File: src/lrupr_pkg.sv
// Shared constants and types for the LRU page replacement core.
package lrupr_pkg;

  localparam int MAX_FRAMES = 8;
  localparam int PAGE_BITS  = 8;
  localparam int COUNT_BITS = 16;
  localparam int CFG_W      = 4;
  localparam int FIDX_W     = (MAX_FRAMES > 1) ? $clog2(MAX_FRAMES) : 1;
  localparam int NACT_W     = $clog2(MAX_FRAMES + 1);

  typedef enum logic [1:0] {
    ST_IDLE,
    ST_DECIDE,
    ST_COMMIT
  } lrupr_state_t;

  typedef struct packed {
    logic capture;
    logic decide;
    logic commit;
  } lrupr_cmd_t;

endpackage

File: src/lru_page_replacement_core.sv
// Top level of the LRU page replacement core.
// One page reference is taken when start is high and busy is low; busy then stays high
// while the frames are searched and the table is updated, and the result appears on the
// out_ ports with out_valid high for exactly one cycle, registered from the commit step.
// A new reference can be taken in the cycle the result is shown; each item passes through the
// capture, search and commit steps of the controller before the next is taken. The
// receiver cannot stall results. cfg_we writes frames_in_use (0 acts as 1, above 8 as 8) and
// must only be used while busy is low.
module lru_page_replacement_core (
  input  logic                                clk,
  input  logic                                rst_n,
  input  logic                                start,
  output logic                                busy,
  input  logic [lrupr_pkg::PAGE_BITS-1:0]     in_page,
  input  logic                                in_end_of_string,
  input  logic                                cfg_we,
  input  logic [lrupr_pkg::CFG_W-1:0]         cfg_wdata,
  output logic                                out_valid,
  output logic                                out_hit,
  output logic [lrupr_pkg::FIDX_W-1:0]        out_frame_slot,
  output logic                                out_evicted_valid,
  output logic [lrupr_pkg::PAGE_BITS-1:0]     out_evicted_page,
  output logic [lrupr_pkg::COUNT_BITS-1:0]    out_fault_count
);

  lrupr_pkg::lrupr_cmd_t cmd;

  lrupr_ctrl u_ctrl (
    .clk   (clk),
    .rst_n (rst_n),
    .start (start),
    .busy  (busy),
    .cmd   (cmd)
  );

  lrupr_dp u_dp (
    .clk               (clk),
    .rst_n             (rst_n),
    .cmd               (cmd),
    .in_page           (in_page),
    .in_end_of_string  (in_end_of_string),
    .cfg_we            (cfg_we),
    .cfg_wdata         (cfg_wdata),
    .out_valid         (out_valid),
    .out_hit           (out_hit),
    .out_frame_slot    (out_frame_slot),
    .out_evicted_valid (out_evicted_valid),
    .out_evicted_page  (out_evicted_page),
    .out_fault_count   (out_fault_count)
  );

endmodule

File: src/lrupr_ctrl.sv
// Controller state machine sequencing capture, decision and commit of one item.
module lrupr_ctrl (
  input  logic               clk,
  input  logic               rst_n,
  input  logic               start,
  output logic               busy,
  output lrupr_pkg::lrupr_cmd_t cmd
);

  lrupr_pkg::lrupr_state_t state_r;
  lrupr_pkg::lrupr_state_t state_nxt;

  always_ff @(posedge clk) begin
    if (!rst_n) begin
      state_r <= lrupr_pkg::ST_IDLE;
    end else begin
      state_r <= state_nxt;
    end
  end

  always_comb begin
    state_nxt   = state_r;
    cmd.capture = 1'b0;
    cmd.decide  = 1'b0;
    cmd.commit  = 1'b0;
    busy        = 1'b1;
    unique case (state_r)
      lrupr_pkg::ST_IDLE: begin
        busy = 1'b0;
        if (start) begin
          cmd.capture = 1'b1;
          state_nxt   = lrupr_pkg::ST_DECIDE;
        end
      end
      lrupr_pkg::ST_DECIDE: begin
        cmd.decide = 1'b1;
        state_nxt  = lrupr_pkg::ST_COMMIT;
      end
      lrupr_pkg::ST_COMMIT: begin
        cmd.commit = 1'b1;
        state_nxt  = lrupr_pkg::ST_IDLE;
      end
      default: begin
        state_nxt = lrupr_pkg::ST_IDLE;
      end
    endcase
  end

`ifndef NO_ASSERTIONS
  a_accept_to_decide: assert property (@(posedge clk) disable iff (!rst_n)
    (state_r == lrupr_pkg::ST_IDLE && start) |=> (state_r == lrupr_pkg::ST_DECIDE))
    else $error("accepted item did not enter decision");
  a_decide_to_commit: assert property (@(posedge clk) disable iff (!rst_n)
    (state_r == lrupr_pkg::ST_DECIDE) |=> (state_r == lrupr_pkg::ST_COMMIT))
    else $error("decision not followed by commit");
  a_commit_to_idle: assert property (@(posedge clk) disable iff (!rst_n)
    (state_r == lrupr_pkg::ST_COMMIT) |=> (state_r == lrupr_pkg::ST_IDLE))
    else $error("commit not followed by idle");
`endif

endmodule

File: src/lrupr_dp.sv
// Datapath: frame table, recency ranks, fault counter and result registers.
module lrupr_dp (
  input  logic                                clk,
  input  logic                                rst_n,
  input  lrupr_pkg::lrupr_cmd_t               cmd,
  input  logic [lrupr_pkg::PAGE_BITS-1:0]     in_page,
  input  logic                                in_end_of_string,
  input  logic                                cfg_we,
  input  logic [lrupr_pkg::CFG_W-1:0]         cfg_wdata,
  output logic                                out_valid,
  output logic                                out_hit,
  output logic [lrupr_pkg::FIDX_W-1:0]        out_frame_slot,
  output logic                                out_evicted_valid,
  output logic [lrupr_pkg::PAGE_BITS-1:0]     out_evicted_page,
  output logic [lrupr_pkg::COUNT_BITS-1:0]    out_fault_count
);

  localparam int NF = lrupr_pkg::MAX_FRAMES;
  localparam int FW = lrupr_pkg::FIDX_W;
  localparam int PW = lrupr_pkg::PAGE_BITS;
  localparam int CW = lrupr_pkg::COUNT_BITS;
  localparam int AW = lrupr_pkg::NACT_W;

  logic [lrupr_pkg::CFG_W-1:0] frames_r;
  logic [PW-1:0]               frame_page_r [NF];
  logic [NF-1:0]               valid_r, valid_nxt;
  logic [FW-1:0]               rank_r [NF];
  logic [FW-1:0]               rank_nxt [NF];
  logic [CW-1:0]               count_r, count_nxt;
  logic [PW-1:0]               page_r;
  logic                        eos_r;

  logic                        dec_hit_r, dec_fill_r;
  logic [FW-1:0]               dec_slot_r;

  logic                        out_valid_r, out_hit_r, out_evicted_valid_r;
  logic [FW-1:0]               out_frame_slot_r;
  logic [PW-1:0]               out_evicted_page_r;
  logic [CW-1:0]               out_fault_count_r;

  logic [AW-1:0]               active_n;
  logic [NF-1:0]               active;
  logic                        hit_found, empty_found;
  logic [FW-1:0]               hit_idx, empty_idx, lru_idx;

  logic                        was_valid;
  logic [FW-1:0]               old_rank, others;
  logic [CW-1:0]               count_inc;
  logic [PW-1:0]               ev_page;

  always_comb begin
    if (frames_r == '0) begin
      active_n = AW'(1);
    end else if (frames_r > lrupr_pkg::CFG_W'(NF)) begin
      active_n = AW'(NF);
    end else begin
      active_n = frames_r[AW-1:0];
    end
    for (int j = 0; j < NF; j++) begin
      active[j] = (AW'(j) < active_n);
    end
  end

  always_comb begin
    hit_found   = 1'b0;
    empty_found = 1'b0;
    hit_idx     = '0;
    empty_idx   = '0;
    lru_idx     = '0;
    for (int j = NF - 1; j >= 0; j--) begin
      if (active[j] && valid_r[j] && frame_page_r[j] == page_r) begin
        hit_found = 1'b1;
        hit_idx   = FW'(j);
      end
      if (active[j] && !valid_r[j]) begin
        empty_found = 1'b1;
        empty_idx   = FW'(j);
      end
    end
    for (int j = 1; j < NF; j++) begin
      if (active[j] && rank_r[j] < rank_r[lru_idx]) begin
        lru_idx = FW'(j);
      end
    end
  end

  always_comb begin
    was_valid = dec_hit_r | ~dec_fill_r;
    old_rank  = rank_r[dec_slot_r];
    others    = '0;
    valid_nxt = valid_r;
    for (int j = 0; j < NF; j++) begin
      rank_nxt[j] = rank_r[j];
    end
    for (int j = 0; j < NF; j++) begin
      if (active[j] && valid_r[j] && FW'(j) != dec_slot_r) begin
        if (was_valid && rank_r[j] > old_rank) begin
          rank_nxt[j] = rank_r[j] - FW'(1);
        end
        others = others + FW'(1);
      end
    end
    rank_nxt[dec_slot_r]  = others;
    valid_nxt[dec_slot_r] = 1'b1;

    if (dec_hit_r || count_r == {CW{1'b1}}) begin
      count_inc = count_r;
    end else begin
      count_inc = count_r + CW'(1);
    end
    count_nxt = count_inc;

    ev_page = (!dec_hit_r && !dec_fill_r) ? frame_page_r[dec_slot_r] : '0;

    if (eos_r) begin
      valid_nxt = '0;
      count_nxt = '0;
      for (int j = 0; j < NF; j++) begin
        rank_nxt[j] = '0;
      end
    end
  end

  always_ff @(posedge clk) begin
    if (!rst_n) begin
      frames_r    <= lrupr_pkg::CFG_W'(NF);
      valid_r     <= '0;
      count_r     <= '0;
      out_valid_r <= 1'b0;
      for (int j = 0; j < NF; j++) begin
        rank_r[j] <= '0;
      end
    end else begin
      if (cfg_we) begin
        frames_r <= cfg_wdata;
      end
      out_valid_r <= cmd.commit;
      if (cmd.commit) begin
        valid_r <= valid_nxt;
        count_r <= count_nxt;
        for (int j = 0; j < NF; j++) begin
          rank_r[j] <= rank_nxt[j];
        end
      end
    end
  end

  always_ff @(posedge clk) begin
    if (cmd.capture) begin
      page_r <= in_page;
      eos_r  <= in_end_of_string;
    end
    if (cmd.decide) begin
      dec_hit_r  <= hit_found;
      dec_fill_r <= ~hit_found & empty_found;
      dec_slot_r <= hit_found ? hit_idx : (empty_found ? empty_idx : lru_idx);
    end
    if (cmd.commit) begin
      frame_page_r[dec_slot_r] <= page_r;
      out_hit_r                <= dec_hit_r;
      out_frame_slot_r         <= dec_slot_r;
      out_evicted_valid_r      <= ~dec_hit_r & ~dec_fill_r;
      out_evicted_page_r       <= ev_page;
      out_fault_count_r        <= count_inc;
    end
  end

  assign out_valid         = out_valid_r;
  assign out_hit           = out_hit_r;
  assign out_frame_slot    = out_frame_slot_r;
  assign out_evicted_valid = out_evicted_valid_r;
  assign out_evicted_page  = out_evicted_page_r;
  assign out_fault_count   = out_fault_count_r;

`ifndef NO_ASSERTIONS
  a_strobe_after_commit: assert property (@(posedge clk) disable iff (!rst_n)
    out_valid_r |-> $past(cmd.commit))
    else $error("result strobe without commit");
  a_hit_no_evict: assert property (@(posedge clk) disable iff (!rst_n)
    (out_valid_r && out_hit_r) |-> !out_evicted_valid_r)
    else $error("hit reported an eviction");
  a_evict_page_zero: assert property (@(posedge clk) disable iff (!rst_n)
    (out_valid_r && !out_evicted_valid_r) |-> (out_evicted_page_r == '0))
    else $error("evicted page nonzero without eviction");
`endif

endmodule
File: config.mk
export PLATFORM = sky130hd
export DESIGN_NAME = lru_page_replacement_core
export DESIGN_NICKNAME = d
export VERILOG_FILES = /design/src/lrupr_pkg.sv /design/src/lru_page_replacement_core.sv /design/src/lrupr_ctrl.sv /design/src/lrupr_dp.sv
export SDC_FILE = /design/constraint.sdc
export NUM_CORES = 1
export LEC_CHECK = 0
export BUFFER_PORTS_ARGS = -buffer_cell sky130_fd_sc_hd__clkbuf_2
export CAP_MARGIN = 10
export CORE_ASPECT_RATIO = 0.9
export CORE_MARGIN = 3
export CORE_UTILIZATION = 66
export DETAILED_ROUTE_END_ITERATION = 8
export GPL_ROUTABILITY_DRIVEN = 0
export GPL_TIMING_DRIVEN = 0
export PLACE_DENSITY = 0.85
export SYNTH_ARGS = -nofsm -noshare
export SYNTH_HDL_FRONTEND = slang
export SYNTH_SLANG_ARGS = --single-unit
export TNS_END_PERCENT = 50
File: constraint.sdc
create_clock -name clk -period 21.9 [get_ports clk]
set_clock_uncertainty 0.1 [all_clocks]
set_input_delay 2.19 -clock clk [delete_from_list [all_inputs] [get_ports clk]]
set_output_delay 2.19 -clock clk [all_outputs]
set_load 0.005 [all_outputs]
# After elaboration in Yosys (flattened, before gate mapping)
# Memories as Yosys holds them, arrays and structs flattened. A register that Yosys moved wholly into a read port is not among the register bits.
# Index checks and enable logic that the tools add are counted.
# totals
in_bits,17
out_inout_bits,31
wordCells,257
mem_bits_rw,88
n_memories,2
reg_bits,66
# memory_table
memory,words,width,read_ports,rd_clocked_by_memory_dff,wr,line_no,source
u_dp.frame_page_r,8,8,9,1,1,lrupr_dp.sv:25,logic [PW-1:0] frame_page_r [NF];
u_dp.rank_r,8,3,15,1,8,lrupr_dp.sv:27,logic [FW-1:0] rank_r [NF];
# classes
magnitude_cmp,28
muxes,97
n_eq_ne,19
n_bitwise,16
n_reduce_logical,65
add_sub_neg,16
# op_table
cell,n
two-way mux 3 bit,55
== test 8 bit,8
logical AND 1 bit,50
two-way mux 16 bit,2
two-way mux 1 bit,29
bitwise mux 24 bit,1
> comparator 3 bit,8
two-way mux 24 bit,1
subtractor 3 x 1 -> 3 bit (second input constant),8
less-than comparator 3 bit,7
adder 3 x 1 -> 3 bit (second input constant),6
adder 16 x 1 -> 16 bit (second input constant),1
== test 16 bit (second input constant),1
less-than comparator 3 x 4 -> 1 bit (first input constant),4
!= test 3 bit (first input constant),4
logical NOT 1 bit,11
demux 3 bit (select 3 bit),1
OR 1 bit,9
less-than comparator 1 x 4 -> 1 bit (first input constant),2
less-than comparator 2 x 4 -> 1 bit (first input constant),2
two-way mux 4 bit,2
two-way mux 8 bit,1
OR 8 bit,1
two-way mux 2 bit,3
20 further kinds,24

# Depth between registers and ports, before layout
# An unclocked memory read counts as a cell.
# depth
depth_word,33
mapped_depth,51
ltp_nobuf,51

# By module
# A second synthesis with hierarchy kept.
# unflattened
hier_cells,938
hier_area_um2,9954.5
# modules_own_cells
module,seq_area_each_um2,n_inst,area_per_inst_um2,cells_per_inst
lrupr_dp,4574.4,1,9853.2,929
lrupr_ctrl,40.0,1,101.3,9

# Least setup slack after synthesis
# Ideal clock, no wire load.
# synth_path
path_type,flip-flop to flip-flop
start,memory u_dp.rank_r[1][1] (netlist name)
end,register u_dp.dec_slot_r[0] (data pin)
period_less_slack_ps,10214
path_buffers,0
t_arrival_ps,9945
setup_slack_ps,11686
required_time_ps,21630
stages_incl_launch_ff,45
setup_time_ps,170
cell_sequence,edfxtp_1 ha_1 or3b_1 a211o_1 nand2_1 a21boi_0 ha_1 a211oi_1 nand2_1 a21o_1 nand2_1 mux2_2 ha_1 a21oi_1 or4b_1 a31oi_1 nor2b_1 nand2b_1 (+9 left out) ha_1 a2111oi_0 and2_1 a311oi_4 a221oi_1 a21oi_1 o21ai_0 ha_1 a211o_1 or2_2 o21a_1 mux2_2 ha_1 nand2_1 nand2_1 nor4_4 a211oi_2 o32ai_2
# synth_rtl
element,line_no,source
start: declaration,lrupr_dp.sv:27,
end signal: assignment,lrupr_dp.sv:156,dec_slot_r <= hit_found ? hit_idx : (empty_found ? empty_idx : lru_idx);
end: declaration,lrupr_dp.sv:34,logic [FW-1:0] dec_slot_r;

==> results.py <==
metrics = {
    "yosys": {
        "yosysMostFrequentCell": "edfxtp_1",
        "syn_area_per_cell_um2": 10.61,
        "yosys.cell_types.count": 75,
        "post_synth_instance_area_um2": 9824,
        "synth_edf_count": 131,
        "yosysSeqAreaShare": 0.4697,
        "synth_top_area_cell": "edfxtp_1",
        "ys_seq_elements": 165,
        "ys_top_cells_by_area": "edfxtp_1, dfxtp_1, ha_1",
        "synth_flop_cell": "edfxtp_1",
        "synth_cells": 926,
        "syn_nets": 997,
        "synth_top_area_frac": 0.4004,
        "synth_common_cells": "edfxtp_1, nor2_1, nand2_1",
        "ys_warn_count": 0,
        "synthArstFlopShare": 0,
    },
    "global_routing": {
        "grt_max_degree": 33,
        "overflow": 0,
        "track_usage": 0.3304,
        "antenna_found_initial": 0,
        "grt_util_met2": 0.4802,
        "grt-busiest-layer": "met1",
        "use_met3": 0.08918,
        "grt_pass1_wl_um": 40980,
        "use_met1": 0.4840,
        "first_global_vias": 7454,
    },
    "sta": {
        "setup_viol": 0,
        "drv_slew": 0,
        "rsz0062_at_grt": "false",
        "fmax_mhz": 80.37,
        "tightest_slew_ns": 1.239,
        "fin_tns_setup_ns": 0,
        "max_slew_margin": 0.1679,
        "finalCriticalPeriod_ns": 12.44,
        "finalHoldViolCount": 0,
        "fin_crit_sh": 0.5682,
    },
    "routing": {
        "viasPerCell": 6.712,
        "ant_nets": 0,
        "drc_errors": 0,
        "wirelength_um": 26570,
        "drt_iter0_drc": 1332,
        "drtPass1Iterations": 6,
        "vias": 8061,
        "routedWlPerCell_um": 22.12,
    },
    "clock_tree": {
        "cts.sinks": 165,
        "cts_tree": "yes",
        "clkTransAtPathRegs_ns": 0.08,
        "clockBufferDepth": 2,
        "cts_setup_buffers": 0,
        "h-tree-depth": 4,
        "cts_root_buf": "clkbuf_16",
        "hold_buffers": 0,
        "cts_buffers": 17,
        "ctsResizeCount": 0,
        "insertion_delay_ns": 0.44,
    },
    "power": {
        "p_clk_frac": 0.362,
        "power_uw": 842.9,
        "switching_share": 0.3096,
        "powerDensity_nw_per_um2": 77.01,
        "p_leak_uw": 0.003998,
        "ir_drop_v": 0.00008810,
        "p_switching_uw": 261.0,
        "pwr-share-seq": 0.421,
        "power_frac_comb": 0.217,
        "p_int_uw": 581.9,
    },
    "flow_run": {
        "maxCapViolations": 0,
    },
    "worst_setup_path": {
        "critPathSlowestCell": "a221oi_1",
        "path_max_fanout": 9,
        "path_common_cell": "ha_1",
        "crit_required_ns": 22.11,
        "worst-path-buf-inv": 1,
        "cp-end-kind": "flop",
        "crit_type": "flop to flop",
        "rr_worst_depth": 46,
        "crit_arrival_ns": 12.65,
        "crit_family": "compound AO/OA/AOI/OAI gates",
        "r2r_start": "u_dp.rank_r[0][1]",
        "cp-startpoint": "u_dp.rank_r[0][1]",
        "start_kind": "flop",
        "critical_path_depth": 46,
        "max_stage_delay_ns": 0.77,
        "r2r_setup_slack_ns": 9.46,
    },
    "die": {
        "rows": 41,
        "die_h_um": 121.7,
        "initial_utilization": 0.6864,
        "die_x_um": 134.6,
        "io_pins": 48,
        "core_area_um2": 14310,
        "die_area_um2": 16390,
    },
    "cells_and_area": {
        "post-route-util": 0.7648,
        "synthToLayoutAreaGrowth_pct": 11.41,
        "final_layout_size_suffix_gt1_frac": 0.1290,
        "nets": 1066,
        "insertedDiodeCount": 0,
    },
    "outcome": {
        "outcome": "complete, no violations",
    },
    "min_path": {
        "min_path_type": "flop to flop",
    },
    "placement": {
        "dp_hpwl_um": 18270,
        "io_buffers": 46,
    },
}
[logic make-up after synthesis]
| kind of cell | Yosys count | synth area share |
|---|---|---|
| flip-flops | 165 | 0.4697 |
| adder cells (fa/ha/maj) | 54 | 0.06877 |
| buffers and inverters | 68 | 0.02725 |
| AO/OA/AOI/OAI | 211 | 0.1577 |
| multiplexers | 25 | 0.03413 |
| XOR/XNOR | 104 | 0.09271 |
| AND/OR/NAND/NOR | 299 | 0.1498 |
[layer usage]
layer | vias to the layer above | share of wire | wire length (um)
li1 | 3593 | - | -
met1 | 3788 | 0.41 | 10830
met2 | 592 | 0.42 | 11160
met3 | 88 | 0.14 | 3708
met4 | 0 | 0.033 | 875
met5 | - | 0 | 0
[cell type report]
class	instances	area, um2
Sequential cell	165	4614
Tap cell	193	241.5
Fill cell	931	3367
Multi-Input combinational cell	693	4947
Clock inverter	15	173.9
Clock buffer	17	425.4
Timing Repair Buffer	50	275.3
Buffer	35	143.9
Inverter	33	123.9
[worst register-to-register path: cells and delay by family, from the launching register on]
kind                     cells  cell delay (ns)
AO/OA/AOI/OAI               21             5.95
multiplexers                 3             0.78
flip-flops                   1             0.48
AND/OR/NAND/NOR             14             2.91
adder cells (fa/ha/maj)      7             1.98
buffers and inverters        1             0.12
[layout by cell type (no fill, tap or decap), types with 5 or more instances in the layout]
| cell | synthesis | final |
|---|---|---|
| o21ai_0 | 26 | 26 |
| xnor2_1 | 54 | 54 |
| a211oi_1 | 18 | 18 |
| mux2_2 | 8 | 8 |
| clkbuf_16 | 0 | 17 |
| o31ai_1 | 5 | 5 |
| edfxtp_1 | 131 | 131 |
| nor4_1 | 9 | 9 |
| or2_2 | 6 | 6 |
| a41oi_1 | 6 | 6 |
| inv_6 | 0 | 7 |
| buf_2 | 4 | 5 |
| ha_1 | 54 | 54 |
| o22ai_1 | 5 | 5 |
| nand2b_1 | 9 | 9 |
| mux4_2 | 6 | 6 |
| and2_1 | 16 | 16 |
| a31oi_1 | 17 | 17 |
| nor2b_1 | 16 | 16 |
| o21a_1 | 10 | 10 |
| a22o_1 | 14 | 14 |
| a21o_1 | 7 | 7 |
| nand2_1 | 77 | 77 |
| a21oi_1 | 36 | 36 |
| and3_1 | 6 | 6 |
| o211ai_1 | 7 | 7 |
| mux2i_1 | 11 | 11 |
| nor3_1 | 10 | 9 |
| clkbuf_2 | 0 | 47 |
| xor2_1 | 50 | 50 |
| a22oi_1 | 23 | 23 |
| clkbuf_1 | 28 | 28 |
| a221oi_1 | 8 | 8 |
| nor2_1 | 97 | 97 |
| nand4_1 | 12 | 12 |
| nand3_1 | 17 | 17 |
| dfxtp_1 | 34 | 34 |
| inv_1 | 32 | 32 |
[power by group through the flow]
| stage | clock network [uW] | registers, uW | logic (uW) |
|---|---|---|---|
| floorplan | 0 | 358 | 135 |
| global placement | 0 | 361 | 168 |
| detailed placement | 0 | 362 | 174 |
| CTS | 306 | 355 | 176 |
| global route | 318 | 356 | 198 |
| finish | 305 | 355 | 183 |
[flip-flops by register name (all words and copies together), names as in the netlist, named ones only]
register / cells
u_dp.valid_r: 8
u_dp.page_r: 8
u_dp.frame_page_r: 64
u_dp.count_r: 16
u_dp.dec_hit_r: 1
u_dp.out_frame_slot: 3
u_dp.out_evicted_page: 8
u_dp.out_valid: 1
u_dp.frames_r: 4
u_dp.rank_r: 24
u_dp.dec_fill_r: 1
u_dp.dec_slot_r: 3
u_dp.out_hit: 1
u_dp.out_fault_count: 16
u_ctrl.state_r: 2
u_dp.out_evicted_valid: 1
u_dp.eos_r: 1
[metrics by stage]
step           area [um2]  std cells  hold WS, ns  setup WS (ns)
2_1_floorplan        9824        926       0.3663          11.69
3_3_place_gp        10300       1165       0.3983          10.20
3_5_place_dp        10310       1166       0.4017          9.968
4_1_cts             10910       1198       0.4139          9.807
5_1_grt             10950       1201       0.4607          9.007
6_report            10950       1201       0.4165          9.457
[worst min-delay path by stage]
stage                     startpoint               end  cells past startpoint
floorplan             u_dp.dec_hit_r      u_dp.out_hit                      0
global placement    u_dp.count_r[11]  u_dp.count_r[11]                      1
detailed placement   u_dp.valid_r[7]   u_dp.valid_r[7]                      2
CTS                  u_dp.valid_r[7]   u_dp.valid_r[7]                      2
global route         u_dp.valid_r[3]   u_dp.valid_r[3]                      2
finish               u_dp.valid_r[7]   u_dp.valid_r[7]                      2
Power figures use the tool's default switching activity.
